[src/sv/pidaw_pkg.sv]
// Package for the angle-wrapping PID controller.
// Widths, build constants, register map, sequencer states and saturation helpers.
// No dependencies.
package pidaw_pkg;

    localparam int DATA_W  = 32;              // Q16.16 data path
    localparam int FRAC_W  = 16;
    localparam int GAIN_W  = 24;              // Q8.16 gains
    localparam int LIM_W   = 31;
    localparam int DIFF_W  = DATA_W + 1;      // target - measured, first difference
    localparam int WRAP_W  = DATA_W + 2;      // difference after the wrap step
    localparam int DD_W    = DATA_W + 3;      // second difference
    localparam int MUL_A_W = 42;
    localparam int MUL_B_W = 25;
    localparam int PROD_W  = MUL_A_W + MUL_B_W;
    localparam int TERM_W  = PROD_W - FRAC_W;
    localparam int SUM_W   = 48;
    localparam int ADDR_W  = 5;
    localparam int APB_W   = 32;

    // Build constants: error deadband in Q16.16, derivative filter weight in Q0.16
    localparam logic [DATA_W-1:0] ERR_DEADBAND = 32'd0;
    localparam logic [FRAC_W-1:0] DERIV_FILTER = 16'd0;

    localparam logic signed [MUL_B_W-1:0] FILT_KEEP =
        MUL_B_W'(65536 - int'(DERIV_FILTER));
    localparam logic signed [MUL_B_W-1:0] FILT_GAIN = MUL_B_W'(DERIV_FILTER);

    typedef struct packed {
        logic                     mode;
        logic [GAIN_W-1:0]        kp;
        logic [GAIN_W-1:0]        ki;
        logic [GAIN_W-1:0]        kd;
        logic [LIM_W-1:0]         max_out;
        logic [LIM_W-1:0]         i_limit;
        logic [LIM_W-1:0]         integral_band;
        logic [LIM_W-1:0]         wrap_period;
    } cfg_t;

    typedef enum logic [2:0] {
        REG_MODE          = 3'd0,
        REG_KP            = 3'd1,
        REG_KI            = 3'd2,
        REG_KD            = 3'd3,
        REG_MAX_OUT       = 3'd4,
        REG_I_LIMIT       = 3'd5,
        REG_INTEGRAL_BAND = 3'd6,
        REG_WRAP_PERIOD   = 3'd7
    } reg_idx_t;

    localparam logic MODE_POSITIONAL  = 1'b0;
    localparam logic MODE_INCREMENTAL = 1'b1;

    typedef enum logic [3:0] {
        S_IDLE,
        S_CLEAR,
        S_WRAP,
        S_SAT,
        S_MUL_I,
        S_MUL_P,
        S_MUL_D,
        S_FILT_A,
        S_FILT_B,
        S_DSAT,
        S_SUM,
        S_CLAMP,
        S_DONE
    } state_t;

    function automatic logic signed [DATA_W-1:0] sat32(input logic signed [SUM_W-1:0] v);
        logic signed [SUM_W-1:0] hi;
        logic signed [SUM_W-1:0] lo;
        hi = {{(SUM_W-DATA_W+1){1'b0}}, {(DATA_W-1){1'b1}}};
        lo = ~hi;
        if (v > hi)
            return hi[DATA_W-1:0];
        else if (v < lo)
            return lo[DATA_W-1:0];
        else
            return v[DATA_W-1:0];
    endfunction

    function automatic logic signed [DATA_W-1:0] clamp_sym(
        input logic signed [SUM_W-1:0] v,
        input logic [LIM_W-1:0]        lim
    );
        logic signed [SUM_W-1:0] pos;
        logic signed [SUM_W-1:0] neg;
        pos = signed'(SUM_W'(lim));
        neg = -pos;
        if (v > pos)
            return pos[DATA_W-1:0];
        else if (v < neg)
            return neg[DATA_W-1:0];
        else
            return v[DATA_W-1:0];
    endfunction

endpackage

[src/sv/pid_controller_angle_wrap.sv]
// Top level of the angle-wrapping PID controller: stream ports, APB registers,
// output register. Depends on pidaw_pkg, pidaw_cfg, pidaw_core.
//
// Each input item (target, measured, command) yields one drive item. A control
// step runs wrap and saturate, then the single shared 42x25 multiplier computes
// the P, I and D products (plus the two derivative filter products in positional
// mode) one per cycle, then the sum and clamp steps; a clear item goes straight
// to the result. The block takes no new item while a step is in progress, but a
// finished drive value waits in the output register, so the next item can be
// accepted before it is taken. Registers are to be written only between items;
// the block itself does not enforce this.
module pid_controller_angle_wrap
    import pidaw_pkg::*;
(
    input  logic              clk,
    input  logic              rst_n,
    input  logic              s_tvalid,
    output logic              s_tready,
    input  logic [63:0]       s_tdata,   // [31:0] measured, [63:32] target
    input  logic              s_tuser,   // [0] command: 0 step, 1 clear
    output logic              m_tvalid,
    input  logic              m_tready,
    output logic [31:0]       m_tdata,   // [31:0] drive
    input  logic              psel,
    input  logic              penable,
    input  logic              pwrite,
    input  logic [ADDR_W-1:0] paddr,
    input  logic [APB_W-1:0]  pwdata,
    output logic [APB_W-1:0]  prdata,
    output logic              pready
);

    cfg_t                     cfg;
    logic                     res_valid;
    logic                     res_load;
    logic signed [DATA_W-1:0] res_drive;
    logic                     m_tvalid_reg;
    logic                     m_tvalid_next;
    logic [DATA_W-1:0]        m_tdata_reg;

    pidaw_cfg u_cfg (
        .clk     (clk),
        .rst_n   (rst_n),
        .psel    (psel),
        .penable (penable),
        .pwrite  (pwrite),
        .paddr   (paddr),
        .pwdata  (pwdata),
        .prdata  (prdata),
        .pready  (pready),
        .cfg     (cfg)
    );

    pidaw_core u_core (
        .clk         (clk),
        .rst_n       (rst_n),
        .cfg         (cfg),
        .in_valid    (s_tvalid),
        .in_ready    (s_tready),
        .in_command  (s_tuser),
        .in_measured (signed'(s_tdata[DATA_W-1:0])),
        .in_target   (signed'(s_tdata[2*DATA_W-1:DATA_W])),
        .res_valid   (res_valid),
        .res_ready   (res_load),
        .res_drive   (res_drive)
    );

    // output register takes a new item when empty or being emptied
    assign res_load = res_valid && (!m_tvalid_reg || m_tready);

    always_comb
    begin
        if (res_load)
            m_tvalid_next = 1'b1;
        else if (m_tready)
            m_tvalid_next = 1'b0;
        else
            m_tvalid_next = m_tvalid_reg;
    end

    always_ff @(posedge clk or negedge rst_n)
    begin
        if (!rst_n)
            m_tvalid_reg <= 1'b0;
        else
            m_tvalid_reg <= m_tvalid_next;
    end

    always_ff @(posedge clk)
    begin
        if (res_load)
            m_tdata_reg <= res_drive;
    end

    assign m_tvalid = m_tvalid_reg;
    assign m_tdata  = m_tdata_reg;

endmodule

[src/sv/pidaw_mul.sv]
// Shared signed multiplier for the PID sequencer, product registered.
// Returns floor(a*b / 2^16). Depends on pidaw_pkg.
module pidaw_mul
    import pidaw_pkg::*;
(
    input  logic                      clk,
    input  logic signed [MUL_A_W-1:0] a,
    input  logic signed [MUL_B_W-1:0] b,
    output logic signed [TERM_W-1:0]  term
);

    logic signed [PROD_W-1:0] prod_reg;

    always_ff @(posedge clk)
    begin
        prod_reg <= PROD_W'(a) * PROD_W'(b);
    end

    // dropping the low bits of a two's complement value is a floor
    assign term = prod_reg[PROD_W-1:FRAC_W];

endmodule

[src/sv/pidaw_cfg.sv]
// APB register file for the PID controller: gains, limits, mode, wrap period.
// Depends on pidaw_pkg.
module pidaw_cfg
    import pidaw_pkg::*;
(
    input  logic              clk,
    input  logic              rst_n,
    input  logic              psel,
    input  logic              penable,
    input  logic              pwrite,
    input  logic [ADDR_W-1:0] paddr,
    input  logic [APB_W-1:0]  pwdata,
    output logic [APB_W-1:0]  prdata,
    output logic              pready,
    output cfg_t              cfg
);

    cfg_t     cfg_reg;
    logic     wr_en;
    reg_idx_t idx;

    assign pready = 1'b1;
    assign wr_en  = psel & penable & pwrite & pready;
    assign idx    = reg_idx_t'(paddr[ADDR_W-1:2]);
    assign cfg    = cfg_reg;

    always_ff @(posedge clk or negedge rst_n)
    begin
        if (!rst_n)
        begin
            cfg_reg.mode          <= MODE_POSITIONAL;
            cfg_reg.kp            <= '0;
            cfg_reg.ki            <= '0;
            cfg_reg.kd            <= '0;
            cfg_reg.max_out       <= '1;
            cfg_reg.i_limit       <= '1;
            cfg_reg.integral_band <= '1;
            cfg_reg.wrap_period   <= '0;
        end
        else if (wr_en)
        begin
            unique case (idx)
                REG_MODE:          cfg_reg.mode          <= pwdata[0];
                REG_KP:            cfg_reg.kp            <= pwdata[GAIN_W-1:0];
                REG_KI:            cfg_reg.ki            <= pwdata[GAIN_W-1:0];
                REG_KD:            cfg_reg.kd            <= pwdata[GAIN_W-1:0];
                REG_MAX_OUT:       cfg_reg.max_out       <= pwdata[LIM_W-1:0];
                REG_I_LIMIT:       cfg_reg.i_limit       <= pwdata[LIM_W-1:0];
                REG_INTEGRAL_BAND: cfg_reg.integral_band <= pwdata[LIM_W-1:0];
                REG_WRAP_PERIOD:   cfg_reg.wrap_period   <= pwdata[LIM_W-1:0];
                default:           cfg_reg.mode          <= cfg_reg.mode;
            endcase
        end
    end

    always_comb
    begin
        unique case (idx)
            REG_MODE:          prdata = APB_W'(cfg_reg.mode);
            REG_KP:            prdata = APB_W'(cfg_reg.kp);
            REG_KI:            prdata = APB_W'(cfg_reg.ki);
            REG_KD:            prdata = APB_W'(cfg_reg.kd);
            REG_MAX_OUT:       prdata = APB_W'(cfg_reg.max_out);
            REG_I_LIMIT:       prdata = APB_W'(cfg_reg.i_limit);
            REG_INTEGRAL_BAND: prdata = APB_W'(cfg_reg.integral_band);
            REG_WRAP_PERIOD:   prdata = APB_W'(cfg_reg.wrap_period);
            default:           prdata = '0;
        endcase
    end

endmodule

[src/sv/pidaw_core.sv]
// PID sequencer: error wrap/saturate, three products on one shared multiplier (five
// with the positional filter), sum, clamp, history. Depends on pidaw_pkg, pidaw_mul.
module pidaw_core
    import pidaw_pkg::*;
(
    input  logic                     clk,
    input  logic                     rst_n,
    input  cfg_t                     cfg,
    input  logic                     in_valid,
    output logic                     in_ready,
    input  logic                     in_command,
    input  logic signed [DATA_W-1:0] in_measured,
    input  logic signed [DATA_W-1:0] in_target,
    output logic                     res_valid,
    input  logic                     res_ready,
    output logic signed [DATA_W-1:0] res_drive
);

    state_t state_reg;
    state_t state_next;

    logic signed [DIFF_W-1:0] diff_reg;
    logic signed [WRAP_W-1:0] wrap_reg;
    logic signed [WRAP_W-1:0] wrap_next;
    logic signed [DATA_W-1:0] e_reg;
    logic signed [DATA_W-1:0] e_next;
    logic signed [DIFF_W-1:0] de_reg;
    logic signed [DD_W-1:0]   dd_reg;
    logic                     over_band_reg;
    logic signed [SUM_W-1:0]  i_raw_reg;
    logic signed [DATA_W-1:0] i_reg;
    logic signed [SUM_W-1:0]  p_reg;
    logic signed [SUM_W-1:0]  df_reg;
    logic signed [DATA_W-1:0] d_reg;
    logic signed [SUM_W-1:0]  sum_reg;
    logic signed [DATA_W-1:0] res_reg;

    logic signed [DATA_W-1:0] prev_error_reg;
    logic signed [DATA_W-1:0] prev_prev_error_reg;
    logic signed [DATA_W-1:0] integral_term_reg;
    logic signed [DATA_W-1:0] output_accum_reg;
    logic signed [DATA_W-1:0] last_deriv_reg;

    logic signed [MUL_A_W-1:0] mul_a;
    logic signed [MUL_B_W-1:0] mul_b;
    logic signed [TERM_W-1:0]  term;
    logic signed [DATA_W-1:0]  e_sat;
    logic [DIFF_W-1:0]         sat_mag;
    logic [DIFF_W-1:0]         e_mag;
    logic signed [WRAP_W-1:0]  per;
    logic signed [WRAP_W-1:0]  half;
    logic signed [WRAP_W-1:0]  dx;

    pidaw_mul u_mul (
        .clk  (clk),
        .a    (mul_a),
        .b    (mul_b),
        .term (term)
    );

    // ---- next state ----
    always_comb
    begin
        state_next = state_reg;
        unique case (state_reg)
            S_IDLE:
            begin
                if (in_valid)
                    state_next = in_command ? S_CLEAR : S_WRAP;
            end
            S_CLEAR:  state_next = S_DONE;
            S_WRAP:   state_next = S_SAT;
            S_SAT:    state_next = S_MUL_I;
            S_MUL_I:  state_next = S_MUL_P;
            S_MUL_P:  state_next = S_MUL_D;
            S_MUL_D:  state_next = (cfg.mode == MODE_INCREMENTAL) ? S_DSAT : S_FILT_A;
            S_FILT_A: state_next = S_FILT_B;
            S_FILT_B: state_next = S_DSAT;
            S_DSAT:   state_next = S_SUM;
            S_SUM:    state_next = S_CLAMP;
            S_CLAMP:  state_next = S_DONE;
            S_DONE:
            begin
                if (res_ready)
                    state_next = S_IDLE;
            end
            default:  state_next = S_IDLE;
        endcase
    end

    // ---- outputs: handshake and multiplier operands ----
    always_comb
    begin
        in_ready  = 1'b0;
        res_valid = 1'b0;
        mul_a     = '0;
        mul_b     = '0;
        unique case (state_reg)
            S_IDLE:   in_ready = 1'b1;
            S_DONE:   res_valid = 1'b1;
            S_MUL_I:
            begin
                mul_a = MUL_A_W'(e_reg);
                mul_b = MUL_B_W'(signed'(cfg.ki));
            end
            S_MUL_P:
            begin
                mul_a = (cfg.mode == MODE_INCREMENTAL) ? MUL_A_W'(de_reg) : MUL_A_W'(e_reg);
                mul_b = MUL_B_W'(signed'(cfg.kp));
            end
            S_MUL_D:
            begin
                mul_a = (cfg.mode == MODE_INCREMENTAL) ? MUL_A_W'(dd_reg) : MUL_A_W'(de_reg);
                mul_b = MUL_B_W'(signed'(cfg.kd));
            end
            S_FILT_A:
            begin
                // raw D term straight back into the multiplier
                mul_a = MUL_A_W'(term);
                mul_b = FILT_KEEP;
            end
            S_FILT_B:
            begin
                mul_a = MUL_A_W'(last_deriv_reg);
                mul_b = FILT_GAIN;
            end
            default:  mul_a = '0;
        endcase
    end

    // ---- error conditioning ----
    always_comb
    begin
        per  = signed'(WRAP_W'(cfg.wrap_period));
        half = per >>> 1;
        dx   = WRAP_W'(diff_reg);
        if (cfg.wrap_period != '0 && dx > half)
            wrap_next = dx - per;
        else if (cfg.wrap_period != '0 && dx < -half)
            wrap_next = dx + per;
        else
            wrap_next = dx;

        e_sat   = sat32(SUM_W'(wrap_reg));
        sat_mag = e_sat[DATA_W-1] ? DIFF_W'(-DIFF_W'(e_sat)) : DIFF_W'(e_sat);
        e_next  = (sat_mag < DIFF_W'(ERR_DEADBAND)) ? '0 : e_sat;

        e_mag   = e_reg[DATA_W-1] ? DIFF_W'(-DIFF_W'(e_reg)) : DIFF_W'(e_reg);
    end

    // ---- data path and history ----
    always_ff @(posedge clk)
    begin
        unique case (state_reg)
            S_IDLE:   diff_reg <= DIFF_W'(in_target) - DIFF_W'(in_measured);
            S_WRAP:   wrap_reg <= wrap_next;
            S_SAT:    e_reg <= e_next;
            S_MUL_I:
            begin
                de_reg        <= DIFF_W'(e_reg) - DIFF_W'(prev_error_reg);
                dd_reg        <= DD_W'(e_reg) - (DD_W'(prev_error_reg) <<< 1)
                                 + DD_W'(prev_prev_error_reg);
                over_band_reg <= e_mag > DIFF_W'(cfg.integral_band);
            end
            S_MUL_P:
            begin
                if (cfg.mode == MODE_INCREMENTAL)
                    i_raw_reg <= SUM_W'(term);
                else if (over_band_reg)
                    i_raw_reg <= '0;
                else
                    i_raw_reg <= SUM_W'(integral_term_reg) + SUM_W'(term);
            end
            S_MUL_D:
            begin
                p_reg <= SUM_W'(term);
                i_reg <= (cfg.mode == MODE_INCREMENTAL) ? sat32(i_raw_reg)
                                                        : clamp_sym(i_raw_reg, cfg.i_limit);
            end
            S_FILT_B: df_reg <= SUM_W'(term);
            S_DSAT:
            begin
                d_reg <= (cfg.mode == MODE_INCREMENTAL) ? sat32(SUM_W'(term))
                                                        : sat32(df_reg + SUM_W'(term));
            end
            S_SUM:
            begin
                sum_reg <= ((cfg.mode == MODE_INCREMENTAL) ? SUM_W'(output_accum_reg) : '0)
                           + p_reg + SUM_W'(i_reg) + SUM_W'(d_reg);
            end
            S_CLAMP:  res_reg <= clamp_sym(sum_reg, cfg.max_out);
            S_CLEAR:  res_reg <= '0;
            default:  res_reg <= res_reg;
        endcase
    end

    always_ff @(posedge clk or negedge rst_n)
    begin
        if (!rst_n)
        begin
            state_reg           <= S_IDLE;
            prev_error_reg      <= '0;
            prev_prev_error_reg <= '0;
            integral_term_reg   <= '0;
            output_accum_reg    <= '0;
            last_deriv_reg      <= '0;
        end
        else
        begin
            state_reg <= state_next;
            if (state_reg == S_CLEAR)
            begin
                prev_error_reg      <= '0;
                prev_prev_error_reg <= '0;
                integral_term_reg   <= '0;
                output_accum_reg    <= '0;
                last_deriv_reg      <= '0;
            end
            else if (state_reg == S_CLAMP)
            begin
                prev_error_reg      <= e_reg;
                prev_prev_error_reg <= prev_error_reg;
                integral_term_reg   <= i_reg;
                output_accum_reg    <= clamp_sym(sum_reg, cfg.max_out);
                last_deriv_reg      <= d_reg;
            end
        end
    end

    assign res_drive = res_reg;

`ifndef SYNTHESIS
    a_busy_after_accept: assert property (@(posedge clk) disable iff (!rst_n)
        in_valid && in_ready |=> !in_ready)
        else $error("core ready again right after accepting an item");

    a_clear_zeroes: assert property (@(posedge clk) disable iff (!rst_n)
        state_reg == S_CLEAR |=> prev_error_reg == '0 && prev_prev_error_reg == '0
            && integral_term_reg == '0 && output_accum_reg == '0
            && last_deriv_reg == '0 && res_reg == '0)
        else $error("clear left history or result nonzero");

    a_result_held: assert property (@(posedge clk) disable iff (!rst_n)
        res_valid && !res_ready |=> res_valid && $stable(res_reg))
        else $error("result dropped or changed before hand-off");

    a_accum_matches: assert property (@(posedge clk) disable iff (!rst_n)
        state_reg == S_DONE && $past(state_reg) == S_CLAMP |-> res_reg == output_accum_reg)
        else $error("stored output differs from delivered drive");
`endif

endmodule

[config.mk]
export PLATFORM = sky130hd
export DESIGN_NAME = pid_controller_angle_wrap
export DESIGN_NICKNAME = d
export VERILOG_FILES = /design/src/sv/pidaw_pkg.sv /design/src/sv/pid_controller_angle_wrap.sv /design/src/sv/pidaw_mul.sv /design/src/sv/pidaw_cfg.sv /design/src/sv/pidaw_core.sv
export SDC_FILE = /design/constraint.sdc
export NUM_CORES = 2
export LEC_CHECK = 0
export BUFFER_PORTS_ARGS = -buffer_cell sky130_fd_sc_hd__buf_2
export CORE_MARGIN = 8
export CORE_UTILIZATION = 31
export DETAILED_ROUTE_END_ITERATION = 8
export PLACE_DENSITY = 0.52
export SYNTH_ARGS = -nofsm -noshare
export SYNTH_HDL_FRONTEND = slang
export SYNTH_SLANG_ARGS = --single-unit
[constraint.sdc]
create_clock -name clk -period 27.4 [get_ports clk]
set_input_delay 0 -clock clk [delete_from_list [all_inputs] [get_ports clk]]
set_output_delay 0 -clock clk [all_outputs]
set_load 0.005 [all_outputs]
Word level (Yosys, flattened, before mapping)
Cells that the tools add are included.
{"block": "op_classes", "add_sub_neg": 16, "mul": 1, "n_lt_le_gt_ge": 16, "eq_ne": 21, "mux": 46, "n_bitwise": 2, "reduce_logical": 20}
{"operator": "$mux 32", "count": 24}
{"operator": "$pmux 32 s8", "count": 1}
{"operator": "$pmux 42 s5", "count": 1}
{"operator": "$add 48x48->48", "count": 4}
{"operator": "$gt 48x32->1 const B", "count": 3}
{"operator": "$lt 48x32->1 const B", "count": 3}
{"operator": "$mux 48", "count": 3}
{"operator": "$pmux 25 s4", "count": 1}
{"operator": "$gt 48x32->1", "count": 2}
{"operator": "$lt 48x48->1", "count": 2}
{"operator": "$neg 31->48", "count": 2}
{"operator": "$mux 42", "count": 2}
{"operator": "$mux 34", "count": 2}
{"operator": "$gt 33x31->1", "count": 2}
{"operator": "$mux 33", "count": 2}
{"operator": "$neg 32->33", "count": 2}
{"operator": "$sub 32x32->33", "count": 2}
{"operator": "$mul 42x25->64", "count": 1}
{"operator": "$pmux 32 s2", "count": 1}
{"operator": "$add 32x48->48", "count": 1}
{"operator": "$pmux 4 s12", "count": 1}
{"operator": "$add 34x32->35", "count": 1}
{"operator": "$add 33x32->34", "count": 1}
{"operator": "$gt 34x32->1 const B", "count": 1}
{"operator": "other kinds (27)", "count": 57}
{"block": "totals", "ff_bits": 914, "in_bits": 109, "output_inout_bits": 67, "wordCells": 152}

Depth between registers and ports, before layout
{"block": "depth", "word_depth": 6, "depth_mapped": 40, "depth_no_buf": 35}

Hierarchy
Synthesis repeated with hierarchy kept, for this count alone.
{"block": "hier_totals", "cells_unflattened": 10022, "hier_area_um2": 97586.1}
{"mod": "pidaw_core", "instances": 1, "cells_each": 5485, "area_per_inst_um2": 51428.1}
{"mod": "pidaw_mul", "instances": 1, "cells_each": 3901, "area_per_inst_um2": 36123.4}
{"mod": "pidaw_cfg", "instances": 1, "cells_each": 600, "area_per_inst_um2": 9029.9}
{"mod": "pid_controller_angle_wrap", "instances": 1, "cells_each": 36, "area_per_inst_um2": 1004.7}

Worst setup path before layout
No wires, ideal clock.
{"block": "synth_timing", "path_kind": "reg2reg", "startpoint": "register u_core.state_reg[0]", "endpoint": "register u_core.u_mul.prod_reg[63]", "arrival_ns": 16.085, "t_required_ns": 27.280, "slack_ns": 11.195, "path_stages_with_launch": 31, "path_buffers": 2, "synth_period_minus_slack_ns": 16.205, "path_cell_list": "dfrtp_1 -> buf_2 -> nor4bb_1 -> nand3_1 -> nand4_1 -> clkbuf_1 -> nand2_1 -> fa_1 -> fa_1 -> inv_1 -> fa_1 -> fa_1 -> fa_1 -> fa_1 -> inv_1 -> fa_1 -> inv_1 -> ha_1 -> a21o_1 -> a21o_1 -> a21o_1 -> a221oi_1 -> and3_1 -> a211oi_1 -> o2111ai_1 -> a31oi_1 -> a31oi_1 -> o21a_1 -> o21bai_1 -> a21oi_1 -> xnor2_1"}
{"block": "synth_between", "elab_chain_cells": 3, "word_cells_on_any_way": 8, "cone_classes": "1 x mul; 5 x eq/ne; 2 x mux"}
{"element": "start: declaration", "line_no": "pidaw_core.sv:19", "text": "state_t state_reg;"}
{"element": "start signal: assignment", "line_no": "pidaw_core.sv:210", "text": "state_reg <= state_next;"}
{"element": "$eq 4x4->1 or $eq 4x3->1 (tied branches)", "line_no": "pidaw_core.sv:98", "text": "unique case (state_reg)"}
{"element": "$pmux 42 s5 or $pmux 25 s4 (tied branches)", "line_no": "pidaw_core.sv:98"}
{"element": "$mul 42x25->64 (*)", "line_no": "pidaw_mul.sv:16", "text": "prod_reg <= PROD_W'(a) * PROD_W'(b);"}
{"element": "end signal: assignment", "line_no": "pidaw_mul.sv:16"}
{"element": "end: declaration", "line_no": "pidaw_mul.sv:12", "text": "logic signed [PROD_W-1:0] prod_reg;"}
Mark *: on every way between the ends. The rest lies on a longest branch, timed or not.
A chain may end at the register's enable or synchronous reset.

Worst setup path in the final report
{"block": "layout_timing", "startpoint": "register u_core.state_reg[1]", "endpoint": "register u_core.u_mul.prod_reg[61]"}
Same word-level chain as after synthesis.

==> run_summary.xml <==
<?xml version="1.0" encoding="UTF-8"?>
<metrics>
  <group name="synth">
    <metric name="synth_cell_types" unit="">99</metric>
    <metric name="ys_seq_area_frac" unit="">0.2628</metric>
    <metric name="syn-cell-area" unit="um^2">94340</metric>
    <metric name="synth_edf_count" unit="">488</metric>
    <metric name="synth_cells" unit="">9927</metric>
    <metric name="synth_net_count" unit="">11910</metric>
    <metric name="ys.flop_type" unit="">sky130_fd_sc_hd__edfxtp_1</metric>
    <metric name="ys_async_sr_fraction" unit="">0.4031</metric>
    <metric name="synth_warnings" unit="">0</metric>
    <metric name="ff_latch_count_synth" unit="">898</metric>
    <metric name="syn_avg_cell_area" unit="um^2">9.503</metric>
  </group>
  <group name="placement">
    <metric name="placedCellCount" unit="">13820</metric>
    <metric name="detailed_place_hpwl" unit="um">269600</metric>
    <metric name="numPortBuffers" unit="">170</metric>
    <metric name="placer_congestion" unit="">0.9655</metric>
    <metric name="dp_worst_setup_slack" unit="ns">15.36</metric>
  </group>
  <group name="pwr">
    <metric name="cellInternalPower" unit="mW">5.393</metric>
    <metric name="power_frac_comb" unit="">0.637</metric>
    <metric name="share_of_power_burned_in_the_clock_network" unit="">0.141</metric>
    <metric name="power.density" unit="nW/um^2">103.7</metric>
    <metric name="vdd_drop_max" unit="V">0.00007098</metric>
    <metric name="p_seq_frac" unit="">0.222</metric>
    <metric name="static-leakage-power" unit="nW">48.52</metric>
    <metric name="p_sw" unit="mW">5.534</metric>
    <metric name="power_switching_share" unit="">0.5065</metric>
  </group>
  <group name="die">
    <metric name="placeableCoreArea" unit="um^2">302800</metric>
    <metric name="io-pin-count" unit="">176</metric>
    <metric name="die_ar" unit="um^2">322200</metric>
    <metric name="die_height" unit="um">567.7</metric>
    <metric name="dieWidth" unit="um">567.7</metric>
    <metric name="placement_rows" unit="">202</metric>
    <metric name="start_util" unit="">0.3116</metric>
  </group>
  <group name="layout">
    <metric name="nets" unit="">12070</metric>
    <metric name="syn_to_final_growth" unit="%">11.71</metric>
    <metric name="largest_register_ffs" unit="">197</metric>
    <metric name="final_cell_mix" unit="">sky130_fd_sc_hd__inv_1, sky130_fd_sc_hd__fa_1, sky130_fd_sc_hd__nand2_1</metric>
    <metric name="final_cell_count_no_fill" unit="">14180</metric>
    <metric name="final_core_util" unit="">0.3481</metric>
    <metric name="final_common_cell" unit="">sky130_fd_sc_hd__inv_1</metric>
    <metric name="drive_gt1_frac" unit="">0.08258</metric>
  </group>
  <group name="sta">
    <metric name="clock.fmax" unit="MHz">80.09</metric>
    <metric name="worst-slew-pin-transition" unit="ns">1.405</metric>
    <metric name="setup_tns" unit="ns">0</metric>
    <metric name="finalHoldViolations" unit="">0</metric>
    <metric name="finalWorstPathRequiredPeriod" unit="ns">12.49</metric>
    <metric name="timing.final.setup_violations" unit="">0</metric>
    <metric name="timing.max_slew.rel_slack" unit="">0.05666</metric>
    <metric name="rsz_0062_raised_after_global_routing" unit="">false</metric>
    <metric name="clock-skew-final" unit="ns">0.03576</metric>
    <metric name="final_critical_path_setup_slack" unit="ns">14.91</metric>
    <metric name="final.period_utilization" unit="">0.4557</metric>
    <metric name="maxSlewViolCount" unit="">0</metric>
    <metric name="finalHoldWorstSlack" unit="ns">0.07062</metric>
  </group>
  <group name="worst_setup_path">
    <metric name="worstPathBufferInverterCount" unit="">7</metric>
    <metric name="critical_path.slowest_cell" unit="">sky130_fd_sc_hd__xnor2_1</metric>
    <metric name="critPathTopFamily" unit="">adder cells</metric>
    <metric name="crit_top_cell" unit="">sky130_fd_sc_hd__fa_1</metric>
    <metric name="critical_path.reg2reg.startpoint" unit="">u_core.state_reg[1]</metric>
    <metric name="worst_path_max_stage_delay" unit="ns">1.09</metric>
    <metric name="rrSetupSlack" unit="ns">14.91</metric>
    <metric name="critical_path.endpoint_type" unit="">flop</metric>
    <metric name="r2r_cells" unit="">29</metric>
    <metric name="criticalPathCategory" unit="">flop to flop</metric>
    <metric name="worst_ep_required_time" unit="ns">27.93</metric>
    <metric name="worst_path_maximum_fanout" unit="">45</metric>
    <metric name="cp.arrival" unit="ns">13.02</metric>
    <metric name="timing.critical_path.from_type" unit="">flop</metric>
    <metric name="regToRegEndpoint" unit="">u_core.u_mul.prod_reg[61]</metric>
  </group>
  <group name="run_status">
    <metric name="violations" unit="">design-rule violations</metric>
    <metric name="outcome" unit="">finished with violations</metric>
  </group>
  <group name="clocking">
    <metric name="clock_insertion_delay_worst_skew" unit="ns">0.78</metric>
    <metric name="clkTransAtPathRegs" unit="ns">0.07</metric>
    <metric name="clk_root_buffer_cell" unit="">sky130_fd_sc_hd__clkbuf_16</metric>
    <metric name="post_cts_buffers" unit="">0</metric>
    <metric name="clock_tree.htree_level_count" unit="">3</metric>
    <metric name="tritoncts" unit="">done</metric>
    <metric name="cts_num_sinks" unit="">898</metric>
    <metric name="cts-buffers-inserted" unit="">107</metric>
    <metric name="clk_path_buf_depth" unit="">3</metric>
    <metric name="postCtsResizedCells" unit="">0</metric>
  </group>
  <group name="detailed_routing">
    <metric name="detail_route.wirelength" unit="um">345800</metric>
    <metric name="drcViolationCount" unit="">2</metric>
    <metric name="final_antenna_net_count" unit="">0</metric>
    <metric name="detail_route.iter0.violations" unit="">6594</metric>
    <metric name="routed_via_density" unit="">5.295</metric>
    <metric name="drt_first_pass_iters" unit="">9</metric>
    <metric name="routedWlPerCell" unit="um">24.39</metric>
    <metric name="dr_total_vias" unit="">75060</metric>
  </group>
  <group name="hold_path">
    <metric name="endpoint_of_the_worst_hold_path" unit="">u_core.diff_reg[5]</metric>
    <metric name="worst_hold_path_type" unit="">input port to flop</metric>
    <metric name="worst_hold_stages" unit="">6</metric>
    <metric name="hold_path.startpoint" unit="">s_tdata[5]</metric>
  </group>
  <group name="grt">
    <metric name="grt_overflow_total" unit="">0</metric>
    <metric name="track_usage" unit="">0.2092</metric>
    <metric name="initial_antenna_violation_count" unit="">29</metric>
    <metric name="grt_start_max_net_pins" unit="">153</metric>
    <metric name="global_route_wire_length_before_repair" unit="um">509300</metric>
    <metric name="first_global_vias" unit="">77680</metric>
  </group>
  <group name="flow_run">
    <metric name="number_of_max_cap_violations" unit="">0</metric>
  </group>
</metrics>
==> stage by stage <==
stage / power [mW] / cell area, um^2
4_1_cts: 10.95 / 105400
2_1_floorplan: 6.793 / 94340
6_report: 10.93 / 105400
3_5_place_dp: 9.320 / 100200
3_3_place_gp: 9.243 / 100200
5_1_grt: 11.72 / 105400
==> worst register-to-register path, delay by kind of cell, from the launching register on <==
family / cells / cell delay (ns)
xor+xnor: 1 / 1.09
compound gates: 9 / 3.21
simple gates: 4 / 2.21
flops: 1 / 0.85
fa+ha+maj: 8 / 3.95
buf+inv: 7 / 0.95
==> Yosys cell counts (108+ instances only) <==
library cell | number | area (um^2)
sky130_fd_sc_hd__a22o_1 | 132 | 1156
sky130_fd_sc_hd__a21oi_1 | 406 | 2032
sky130_fd_sc_hd__edfxtp_1 | 488 | 14650
sky130_fd_sc_hd__xnor2_1 | 280 | 2452
sky130_fd_sc_hd__clkbuf_1 | 408 | 1531
sky130_fd_sc_hd__o21ai_0 | 386 | 1932
sky130_fd_sc_hd__nor2_1 | 847 | 3179
sky130_fd_sc_hd__nor3_1 | 109 | 545.5
sky130_fd_sc_hd__ha_1 | 724 | 9059
sky130_fd_sc_hd__mux2_2 | 108 | 1216
sky130_fd_sc_hd__nand2_1 | 1074 | 4031
sky130_fd_sc_hd__o22ai_1 | 110 | 688.2
sky130_fd_sc_hd__inv_1 | 1524 | 5720
sky130_fd_sc_hd__dfrtp_1 | 269 | 6731
sky130_fd_sc_hd__nand3_1 | 146 | 730.7
sky130_fd_sc_hd__fa_1 | 1151 | 23040
sky130_fd_sc_hd__a21o_1 | 222 | 1667
==> cell type report <==
cell class,instances,area [um^2]
diodes,15,37.54
flip-flops and latches,898,24800
multi-input cells,7065,62460
clock inverters,50,631.9
well taps,3978,4977
inverters,1529,5741
fillers,30680,197400
clock buffers,153,3118
repair buffers,489,3628
==> power groups by stage <==
stage	Combinational, mW	Sequential [mW]	Clock [mW]
after floorplan	4.54	2.25	0
after global placement	6.81	2.43	0
after detailed placement	6.89	2.43	0
after CTS	6.96	2.41	1.57
after global routing	7.65	2.45	1.62
final	6.96	2.43	1.54
==> worst max path at each step <==
stage	cells after the start	slack [ns]	endpoint	from
floorplan	30	11.20	u_core.u_mul.prod_reg[63]	u_core.state_reg[0]
global route	31	14.65	u_core.u_mul.prod_reg[61]	u_core.state_reg[1]
finish	29	14.91	u_core.u_mul.prod_reg[61]	u_core.state_reg[1]
global placement	31	15.42	u_core.u_mul.prod_reg[61]	u_core.state_reg[1]
CTS	31	15.29	u_core.u_mul.prod_reg[61]	u_core.state_reg[1]
detailed placement	31	15.36	u_core.u_mul.prod_reg[61]	u_core.state_reg[1]
==> timing repair <==
item,in CTS,in global routing
setup endpoints to repair,0,0
hold endpoints to repair,330,0
hold buffers,137,0
==> layer usage <==
layer  up-vias  GRT usage  wire length, um
li1      33460          -                -
met1     38130     0.2717           144200
met2      2781     0.3354           156100
met3       676    0.04387            26990
met4        16    0.09541            18350
met5         -          0              104
==> cell families after synthesis <==
| kind of cell | after synthesis | synth area share |
|---|---|---|
| AOI/OAI and AO/OA | 1888 | 0.1346 |
| other | 2 | 0.00007961 |
| xor gates and xnor gates | 352 | 0.03268 |
| muxes | 176 | 0.02050 |
| and+or+nand+nor | 2772 | 0.1307 |
| adders and majority gates | 1875 | 0.3403 |
| buffers and inverters | 1964 | 0.07840 |
| DFF | 898 | 0.2628 |
(Power assumes the default switching activity.)
